[src/rtl/hga_ram.sv]
// Generic single-port synchronous RAM with registered read data.
module hga_ram #(
  parameter int unsigned Width = 8,
  parameter int unsigned Depth = 16
) (
  input  logic                     clk_i,
  input  logic                     we_i,
  input  logic [$clog2(Depth)-1:0] addr_i,
  input  logic [Width-1:0]         wdata_i,
  output logic [Width-1:0]         rdata_o
);

  logic [Width-1:0] mem [Depth];

  always_ff @(posedge clk_i) begin
    if (we_i) begin
      mem[addr_i] <= wdata_i;
    end
    rdata_o <= mem[addr_i];
  end

endmodule

[config.mk]
export PLATFORM = sky130hd
export DESIGN_NAME = hga_ram
export DESIGN_NICKNAME = d
export VERILOG_FILES = /design/src/rtl/hga_ram.sv
export SDC_FILE = /design/constraint.sdc
export NUM_CORES = 1
export LEC_CHECK = 0
export BUFFER_PORTS_ARGS = -buffer_cell sky130_fd_sc_hd__buf_4
export CAP_MARGIN = 20
export CORE_MARGIN = 5
export CORE_UTILIZATION = 30
export CTS_CLUSTER_SIZE = 8
export DETAILED_ROUTE_END_ITERATION = 7
export PLACE_DENSITY_LB_ADDON = 0.25
export SLEW_MARGIN = 40
export SYNTH_ARGS = -nofsm -noshare
export SYNTH_HDL_FRONTEND = slang
export SYNTH_SLANG_ARGS = --single-unit
[constraint.sdc]
create_clock -name clk_i -period 1.6 [get_ports clk_i]
set_clock_uncertainty 0.1 [all_clocks]
set_input_delay 0.08 -clock clk_i [delete_from_list [all_inputs] [get_ports clk_i]]
set_output_delay 0.08 -clock clk_i [all_outputs]
set_load 0.005 [all_outputs]
==> load_flow_metrics.sql <==
INSERT INTO impl_metrics (metric_group, metric, value, unit) VALUES
('floorplan', 'core.rowCount', '47', ''),
('run_status', 'result_of_the_run', 'complete, no violations', ''),
('logic_synthesis', 'yosys-top-cells-area', 'sky130_fd_sc_hd__edfxtp_1 76%, sky130_fd_sc_hd__mux4_2 14%, sky130_fd_sc_hd__dfxtp_1 3.2%', ''),
('setup_path', 'timing.critical_path.arrival', '1.71', 'ns'),
('global_routing', 'grt_start_max_net_pins', '17', ''),
('power', 'leakage', '2.16', 'nW'),
('global_routing', 'globalRouteOverflowTotal', '0', ''),
('sta', 'totalNegativeSetupSlack', '0', 'ns'),
('final_layout', 'antenna_cells', '0', ''),
('global_routing', 'grt_antenna_before_repair', '0', ''),
('placement', 'detailed_place_hpwl', '6970', 'um'),
('drt', 'drt-total-wl', '10500', 'um'),
('setup_path', 'worst-endpoint-required', '1.78', 'ns'),
('logic_synthesis', 'synthCells', '230', ''),
('power', 'power_frac_clock', '48.0', '%'),
('logic_synthesis', 'synth_warnings', '0', ''),
('final_layout', 'layout.cells.most_common_list', '128 x sky130_fd_sc_hd__edfxtp_1, 55 x sky130_fd_sc_hd__buf_4, 32 x sky130_fd_sc_hd__mux4_2', ''),
('sta', 'layout_min_cycle_time', '1.52', 'ns'),
('sta', 'setup_violations', '0', ''),
('logic_synthesis', 'mean_syn_cell_area', '22.0', 'um^2'),
('power', 'power_switching', '1.61', 'mW'),
('power', 'vdd.ir_drop.worst', '0.000787', 'V'),
('hold_path', 'hold_path_startpoint', 'addr_i[1]', ''),
('sta', 'report.final.slew_viol_count', '0', ''),
('floorplan', 'die-area', '19600', 'um^2'),
('floorplan', 'ioPinCount', '22', ''),
('sta', 'fmax', '657', 'MHz'),
('setup_path', 'worstPathCellList', 'mux4_2, a22oi_1, nand2_1', ''),
('power', 'internal-power', '6.94', 'mW'),
('hold_path', 'hold_class', 'in2reg', ''),
('clock_network', 'cts.sink_count', '136', ''),
('setup_path', 'cp_slowest_stage_delay', '0.45', 'ns'),
('floorplan', 'chipHeight', '140', 'um'),
('sta', 'worst_slew_pin_slew', '0.804', 'ns'),
('clock_network', 'root_buffer', 'sky130_fd_sc_hd__clkbuf_16', ''),
('sta', 'unrepaired_setup_endpoints_after_global_routing', 'false', ''),
('setup_path', 'crit_path_category', 'reg2reg', ''),
('drt', 'drtIter0Drc', '141', ''),
('power', 'total_power', '8.55', 'mW'),
('sta', 'hold_viol', '0', ''),
('global_routing', 'number_of_global_route_vias_before_repair', '2594', ''),
('sta', 'maxSlewHeadroom', '46.3', '%'),
('clock_network', 'cts_tree', 'yes', ''),
('floorplan', 'initial_core_util', '30.6', '%'),
('floorplan', 'dieWidth', '140', 'um'),
('final_layout', 'mostFrequentLayoutCell', 'sky130_fd_sc_hd__edfxtp_1', ''),
('setup_path', 'endpoint_kind', 'flip-flop', ''),
('run', 'drv.max_cap_violation_count', '0', ''),
('global_routing', 'grt.total_usage', '11.5', '%'),
('setup_path', 'worstSetupEndpoint', 'rdata_o[2]', ''),
('final_layout', 'fillerInstances', '1501', ''),
('final_layout', 'layout-area-overhead-vs-synth', '27.0', '%'),
('placement', 'io_buffer_count', '21', ''),
('setup_path', 'crit_path_start_kind', 'flip-flop', ''),
('drt', 'avgRoutedWirePerCell', '19.6', 'um'),
('logic_synthesis', 'post-synth-top-area-cell', 'sky130_fd_sc_hd__edfxtp_1', ''),
('drt', 'num_vias', '2470', ''),
('sta', 'final.period_utilization', '95.2', '%'),
('logic_synthesis', 'synth_seq_area_share', '79.0', '%'),
('logic_synthesis', 'net_count_after_synthesis', '244', ''),
('final_layout', 'nets', '316', ''),
('drt', 'detail_route.first_pass.iterations', '4', ''),
('drt', 'post_drt_via_cell_ratio', '4.62', ''),
('logic_synthesis', 'post_synth_instance_area', '5070', 'um^2'),
('power', 'switching_fraction', '18.9', '%'),
('power', 'seq_pwr_share', '46.9', '%'),
('setup_path', 'worst-r2r-cell-count', '3', ''),
('logic_synthesis', 'synth.distinct_cells', '18', ''),
('global_routing', 'grt_pass1_wl', '15800', 'um'),
('setup_path', 'regToRegStartpoint', 'mem[9][2]', ''),
('setup_path', 'path_max_fanout', '1', '');
==> state kept, by name (all words and copies together) (netlist names) <==
name,count
mem,128
rdata_o,8
==> cell usage after synthesis <==
| cell | instances |
|---|---|
| sky130_fd_sc_hd__a22oi_1 | 16 |
| sky130_fd_sc_hd__nand2_1 | 9 |
| sky130_fd_sc_hd__clkbuf_1 | 2 |
| sky130_fd_sc_hd__nand3b_1 | 2 |
| sky130_fd_sc_hd__buf_6 | 2 |
| sky130_fd_sc_hd__buf_1 | 4 |
| sky130_fd_sc_hd__nand2b_1 | 2 |
| sky130_fd_sc_hd__edfxtp_1 | 128 |
| sky130_fd_sc_hd__dfxtp_1 | 8 |
| sky130_fd_sc_hd__clkbuf_2 | 1 |
| sky130_fd_sc_hd__nor2b_1 | 2 |
| sky130_fd_sc_hd__nor3_1 | 4 |
| sky130_fd_sc_hd__mux4_2 | 32 |
| sky130_fd_sc_hd__buf_2 | 2 |
| sky130_fd_sc_hd__nand3_1 | 1 |
| sky130_fd_sc_hd__nor2_1 | 13 |
| sky130_fd_sc_hd__or3b_2 | 1 |
| sky130_fd_sc_hd__and2_1 | 1 |
==> metal layers <==
metal | wire length (um) | track usage, %
met1 | 4630 | 14.5
met2 | 5080 | 17.4
met3 | 489 | 3.95
met4 | 276 | 6.53
met5 | 0 | 0
==> power by group through the flow <==
stage / clock network [mW] / logic, mW / registers [mW]
CTS: 4.20 / 0.444 / 4.01
global placement: 0 / 0.425 / 4.08
finish: 4.11 / 0.434 / 4.01
detailed placement: 0 / 0.426 / 4.09
floorplan: 0 / 0.206 / 4.08
global route: 4.37 / 0.470 / 4.02
==> logic make-up (layout without fill, tap and decap cells) <==
kind of cell,Yosys count,after routing,share of synthesized area [%]
flops,136,136,79.0
simple gates,35,35,3.21
mux,32,32,14.2
compound gates,16,16,2.37
buf+inv,11,96,1.19
==> final cells by class <==
type	count	area (um^2)	area share, %
Clock buffer	18	429	6.67
Clock inverter	14	203	3.15
Multi-Input combinational cell	83	1010	15.7
Sequential cell	136	4000	62.2
Tap cell	220	275	4.28
Timing Repair Buffer	64	513	7.97
==> per-stage QoR <==
step	utilization [%]	cell area, um^2	hold WS [ns]	worst slack (ns)	std cells
5_1_grt	38.8	6440	0.144	0.0702	535
4_1_cts	38.8	6440	0.117	0.0668	535
6_report	38.8	6440	0.154	0.0772	535
3_5_place_dp	34.5	5720	0.303	-0.132	495
2_1_floorplan	-	5070	0.0789	-0.0181	230
3_3_place_gp	34.5	5720	0.305	-0.141	495
==> critical path: cells and delay by family (launching register included) <==
| family | cells | cell delay [ns] |
|---|---|---|
| simple gates | 1 | 0.10 |
| mux | 1 | 0.45 |
| compound gates | 1 | 0.37 |
| flops | 1 | 0.36 |
==> timing repair <==
action,in CTS,in global routing
setup buffers,0,0
hold endpoints to repair,128,0
hold buffers,8,0
gates resized for setup,1,0
setup endpoints to repair,1,0
==> worst min path at each step <==
| stage | slack [ns] | to | cells past startpoint |
|---|---|---|---|
| after floorplan | 0.08 | mem[0][0] | 0 |
| after global placement | 0.30 | mem[0][7] | 1 |
| after detailed placement | 0.30 | mem[14][5] | 1 |
| after CTS | 0.12 | mem[9][5] | 3 |
| after global routing | 0.14 | mem[9][3] | 3 |
| final | 0.15 | mem[9][3] | 3 |
Note: power is estimated with default switching activity, not from simulation.
