===== config.mk =====
export PLATFORM = sky130hd
export DESIGN_NAME = hga_hash
export DESIGN_NICKNAME = d
export VERILOG_FILES = /design/src/rtl/hga_pkg.sv /design/src/rtl/hga_hash.sv
export SDC_FILE = /design/constraint.sdc
export NUM_CORES = 2
export LEC_CHECK = 0
export BUFFER_PORTS_ARGS = -buffer_cell sky130_fd_sc_hd__buf_2
export CORE_ASPECT_RATIO = 1.1
export CORE_MARGIN = 5
export CORE_UTILIZATION = 35
export CTS_BUF_LIST = sky130_fd_sc_hd__clkbuf_16
export CTS_CLUSTER_DIAMETER = 40
export DETAILED_ROUTE_END_ITERATION = 8
export RECOVER_POWER = 25
export SLEW_MARGIN = 5
export SYNTH_ARGS = -nofsm -noshare
export SYNTH_HDL_FRONTEND = slang
export SYNTH_SLANG_ARGS = --single-unit

===== constraint.sdc =====
create_clock -name clk_i -period 11.9 [get_ports clk_i]
set_input_delay 0.595 -clock clk_i [delete_from_list [all_inputs] [get_ports clk_i]]
set_output_delay 0.595 -clock clk_i [all_outputs]
set_load 0.01 [all_outputs]

===== src/rtl/hga_pkg.sv =====
// Package with shared constants, types and the hash multiplier constants.
package hga_pkg;

  localparam int unsigned SlotsLog2 = 16;
  localparam int unsigned KeyW = 64;
  localparam int unsigned AggW = 31 + 31 + 15 + 15 + 31 + 31;
  localparam int unsigned UsedW = SlotsLog2 + 1;

  localparam logic [63:0] MixAdd = 64'h9e3779b97f4a7c15;
  localparam logic [63:0] MixMul1 = 64'hbf58476d1ce4e5b9;
  localparam logic [63:0] MixMul2 = 64'h94d049bb133111eb;

  localparam logic [30:0] Max31 = 31'h7fffffff;
  localparam logic [14:0] OrderMax = 15'h7fff;
  localparam logic [16:0] LimitReset = 17'd47185;

  localparam logic [1:0] StUpdated = 2'd0;
  localparam logic [1:0] StCreated = 2'd1;
  localparam logic [1:0] StDropped = 2'd2;
  localparam logic [1:0] StRead = 2'd3;

  typedef struct packed {
    logic [30:0] purchase;
    logic [30:0] reorder;
    logic [14:0] min_ord;
    logic [14:0] max_ord;
    logic [30:0] cart_total;
    logic [30:0] cart_count;
  } agg_t;

  function automatic logic [30:0] sat_add31(input logic [30:0] a, input logic [30:0] b);
    logic [31:0] s;
    s = {1'b0, a} + {1'b0, b};
    sat_add31 = s[31] ? Max31 : s[30:0];
  endfunction

endpackage


===== src/rtl/hga_hash.sv =====
// Multi-cycle splitmix64 hash unit, split into 32-bit partial products.
module hga_hash (
  input  logic        clk_i,
  input  logic        rst_ni,
  input  logic        start_i,
  input  logic [63:0] key_i,
  output logic        done_o,
  output logic [63:0] hash_o
);

  // Each 64x64 product (low 64 bits) takes three 32x32 partial products.
  logic [63:0] v_q, v_d;
  logic [63:0] acc_q, acc_d;
  logic [3:0]  step_q, step_d;
  logic        busy_q, busy_d;
  logic        done_q, done_d;
  logic [63:0] mul_c;
  logic [31:0] pa, pb;
  logic [63:0] prod;

  assign mul_c = (step_q < 4'd3) ? hga_pkg::MixMul1 : hga_pkg::MixMul2;

  always_comb begin
    case (step_q)
      4'd0, 4'd3: begin pa = v_q[31:0];  pb = mul_c[31:0];  end
      4'd1, 4'd4: begin pa = v_q[63:32]; pb = mul_c[31:0];  end
      default:    begin pa = v_q[31:0];  pb = mul_c[63:32]; end
    endcase
  end

  assign prod = {32'd0, pa} * {32'd0, pb};

  always_comb begin
    v_d = v_q;
    acc_d = acc_q;
    step_d = step_q;
    busy_d = busy_q;
    done_d = 1'b0;
    if (start_i) begin
      v_d = key_i + hga_pkg::MixAdd;
      v_d = v_d ^ (v_d >> 30);
      acc_d = '0;
      step_d = '0;
      busy_d = 1'b1;
    end else if (busy_q) begin
      case (step_q)
        4'd0, 4'd3: begin acc_d = prod; step_d = step_q + 4'd1; end
        4'd1, 4'd4: begin
          acc_d = acc_q + {prod[31:0], 32'd0};
          step_d = step_q + 4'd1;
        end
        4'd2: begin
          acc_d = acc_q + {prod[31:0], 32'd0};
          v_d = acc_d ^ (acc_d >> 27);
          step_d = 4'd3;
        end
        default: begin
          acc_d = acc_q + {prod[31:0], 32'd0};
          v_d = acc_d ^ (acc_d >> 31);
          busy_d = 1'b0;
          done_d = 1'b1;
        end
      endcase
    end
  end

  // The finished hash sits in v_q in the cycle that done_o marks.
  assign hash_o = v_q;
  assign done_o = done_q;

  always_ff @(posedge clk_i or negedge rst_ni) begin
    if (!rst_ni) begin
      busy_q <= 1'b0;
      step_q <= '0;
      done_q <= 1'b0;
    end else begin
      busy_q <= busy_d;
      step_q <= step_d;
      done_q <= done_d;
    end
  end

  always_ff @(posedge clk_i) begin
    v_q <= v_d;
    acc_q <= acc_d;
  end

endmodule


==> impl_metrics.ini <==
[synthesis]
syn_inst = 4340
ys_types = 89
yosys_warnings = 0
ys_ff_latch = 134
syn-cell-area_um2 = 40100
yosysSeqAreaShare_pct = 8.37
synth_top_area_share_pct = 41.1
synthesis.nets = 5605
synth_edf_count = 64
postSynthAreaPerCell_um2 = 9.23
synth_top_cell_by_area = fa_1
synth_ff_type = edfxtp_1
async_flop_share_pct = 4.48
yosysMostFrequentCell = inv_1
synth.area.top_cells = fa_1 (41%), ha_1 (12%), inv_1 (9.1%)
synthTopCellsByCount = inv_1 (966), fa_1 (823), ha_1 (375)

[timing]
hold_slack_ps = 470
period_share_pct = 96.9
max_freq_mhz = 86.7
rsz0062_at_grt = no
max_slew_margin_pct = 27.6
hold_viol = 0
finalClockSkew_ps = 25.7
tightest_slew_ps = 1080
setup_viol = 0
finalMaxSlewViolations = 0
period_needed_ps = 11530

[global_route]
grt.total_usage_pct = 25.2
grt_pass1_vias = 33600
antenna_found_initial = 11
overflow = 0
grt_pass1_wl_um = 226000
grt_max_degree = 66

[final_layout]
drive_gt1_share_pct = 6.80
nets = 5717
synthToLayoutAreaGrowth_pct = 8.71

[hold_path]
hold_path_class = flip-flop to flip-flop

[cts]
cts_htree_levels = 4
cts_buffer_depth = 3
clock-sinks = 134
clk_pin_slew_ps = 50
cts_buffers = 25
cts_tree = yes
insertion_delay_ps = 500
root_buffer = clkbuf_16

[floorplanning]
die_area_um2 = 121000
initial_utilization_pct = 35.1
placeableCoreArea_um2 = 114000
die_h_um = 365
boundaryPins = 132
num_rows = 130
fp.dieW_um = 333

[outcome]
status = complete, no violations

[route]
drtIter0Drc = 2528
vias = 31500
drc = 0
dr.pass1.iters = 6
ant_nets = 0
wl_um = 154000
via_per_inst = 5.26
wire_per_inst_um = 25.7

[worst_setup_path]
end_kind = flip-flop
critPathRequiredTime_ps = 12130
startpoint_type = flip-flop
slowest_delay_ps = 580
crit_path_frequent_cell = fa_1
cp_max_fo = 18
slowest_stage = xnor2_1
crit_arrival_ps = 11760
crit_type = flip-flop to flip-flop

[place]
dp_hpwl_um = 135000
io_buffers = 131
place_congestion = 0.992

[flow_run]
maxCapViolCount = 0
[through the flow]
stage / setup TNS (ps) / instances / utilization [%] / setup slack [ps] / cell area, um^2
floorplan: 0 / 4340 / - / 1300 / 40100
global placement: -3280 / 5934 / 37.5 / -590 / 42800
detailed placement: -3110 / 5934 / 37.5 / -535 / 42800
CTS: 0 / 5968 / 38.2 / 2.18 / 43500
global route: 0 / 5976 / 38.2 / 40.0 / 43500
finish: 0 / 5978 / 38.2 / 368 / 43600
[state kept, by name, summed over array words and instances (netlist names)]
name,flops
acc_q,64
hash_o,64
step_q,4
busy_q,1
done_o,1
[layout make-up]
type | count | area, um^2
inverters | 968 | 3630
flip-flops and latches | 134 | 3350
repair buffers | 231 | 1350
clock buffers | 25 | 626
clock inverters | 8 | 35.0
fillers | 11600 | 70500
well taps | 1518 | 1900
multi-input cells | 3092 | 32700
diodes | 2 | 5.00
[final timing paths]
path / start / endpoint / slack (ps) / cells after the start
max: step_q[0] / hash_o[32] / 370 / 36
min: acc_q[24] / acc_q[24] / 470 / 2
max reg2reg: step_q[0] / hash_o[32] / 370 / 36
min reg2reg: acc_q[24] / acc_q[24] / 470 / 2
max in group asynchronous: rst_ni / step_q[0] / 10860 / 2
min in group asynchronous: rst_ni / done_o / 630 / 2
[cell families (layout without fill, tap and decap cells)]
| group | count (synthesis) | in the layout | share of synthesized area (%) |
|---|---|---|---|
| adder cells (fa/ha/maj) | 1199 | 1199 | 52.9 |
| AO/OA/AOI/OAI | 570 | 570 | 9.07 |
| flip-flops | 134 | 134 | 8.37 |
| AND/OR/NAND/NOR | 1046 | 1046 | 12.7 |
| multiplexers | 78 | 78 | 2.03 |
| buffers and inverters | 1114 | 1232 | 10.5 |
| XOR/XNOR | 199 | 199 | 4.45 |
| other | 0 | 2 | 0 |
[critical path: cells and delay by family (launching register included)]
kind | cells | cell delay (ps)
AND/OR/NAND/NOR | 8 | 2010
XOR/XNOR | 3 | 1010
adder cells (fa/ha/maj) | 12 | 5490
buffers and inverters | 8 | 960
multiplexers | 1 | 120
flip-flops | 1 | 400
AO/OA/AOI/OAI | 4 | 1270
[routing by layer]
metal  up-vias  GRT usage [%]  wire, um
li1      13800              -         -
met1     16000           31.6     60200
met2      1302           42.7     73900
met3       306           3.55     10500
met4         6           12.5      9160
met5         -              0        33
[cells in the final DEF, fill, tap and decap left out, types with 10 or more instances in the layout]
| cell | count |
|---|---|
| inv_1 | 968 |
| fa_1 | 823 |
| ha_1 | 375 |
| nand2_1 | 282 |
| nor2_1 | 277 |
| a21oi_1 | 171 |
| xnor2_1 | 125 |
| o21ai_0 | 116 |
| and2_1 | 107 |
| buf_4 | 99 |
| buf_2 | 68 |
| xor2_1 | 66 |
| dfxtp_1 | 64 |
| edfxtp_1 | 64 |
| nand2b_1 | 62 |
| clkbuf_1 | 62 |
| nor2b_1 | 61 |
| a21o_1 | 51 |
| nor3_1 | 49 |
| nand3_1 | 49 |
| mux2i_1 | 41 |
| or2_2 | 37 |
| mux2_2 | 27 |
| a31oi_1 | 26 |
| or3_1 | 25 |
| a211oi_1 | 25 |
| clkbuf_16 | 25 |
| o21a_1 | 23 |
| and3_1 | 22 |
| o21bai_1 | 21 |
| nand4_1 | 21 |
| nor4_1 | 18 |
| o211ai_1 | 14 |
| o31ai_1 | 11 |
| o22ai_1 | 10 |
[what timing repair did]
| item | in CTS | in global routing |
|---|---|---|
| endpoints found under the hold margin | 6 | 0 |
| pin swaps | 0 | 2 |
| hold buffers | 1 | 0 |
| gates cloned | 0 | 0 |
| setup buffers | 0 | 8 |
| resized for setup | 6 | 10 |
| setup endpoints to repair | 15 | 15 |
Power is not shown: default switching activity piles up to over one toggle a cycle in this logic, so the estimate is an artifact.
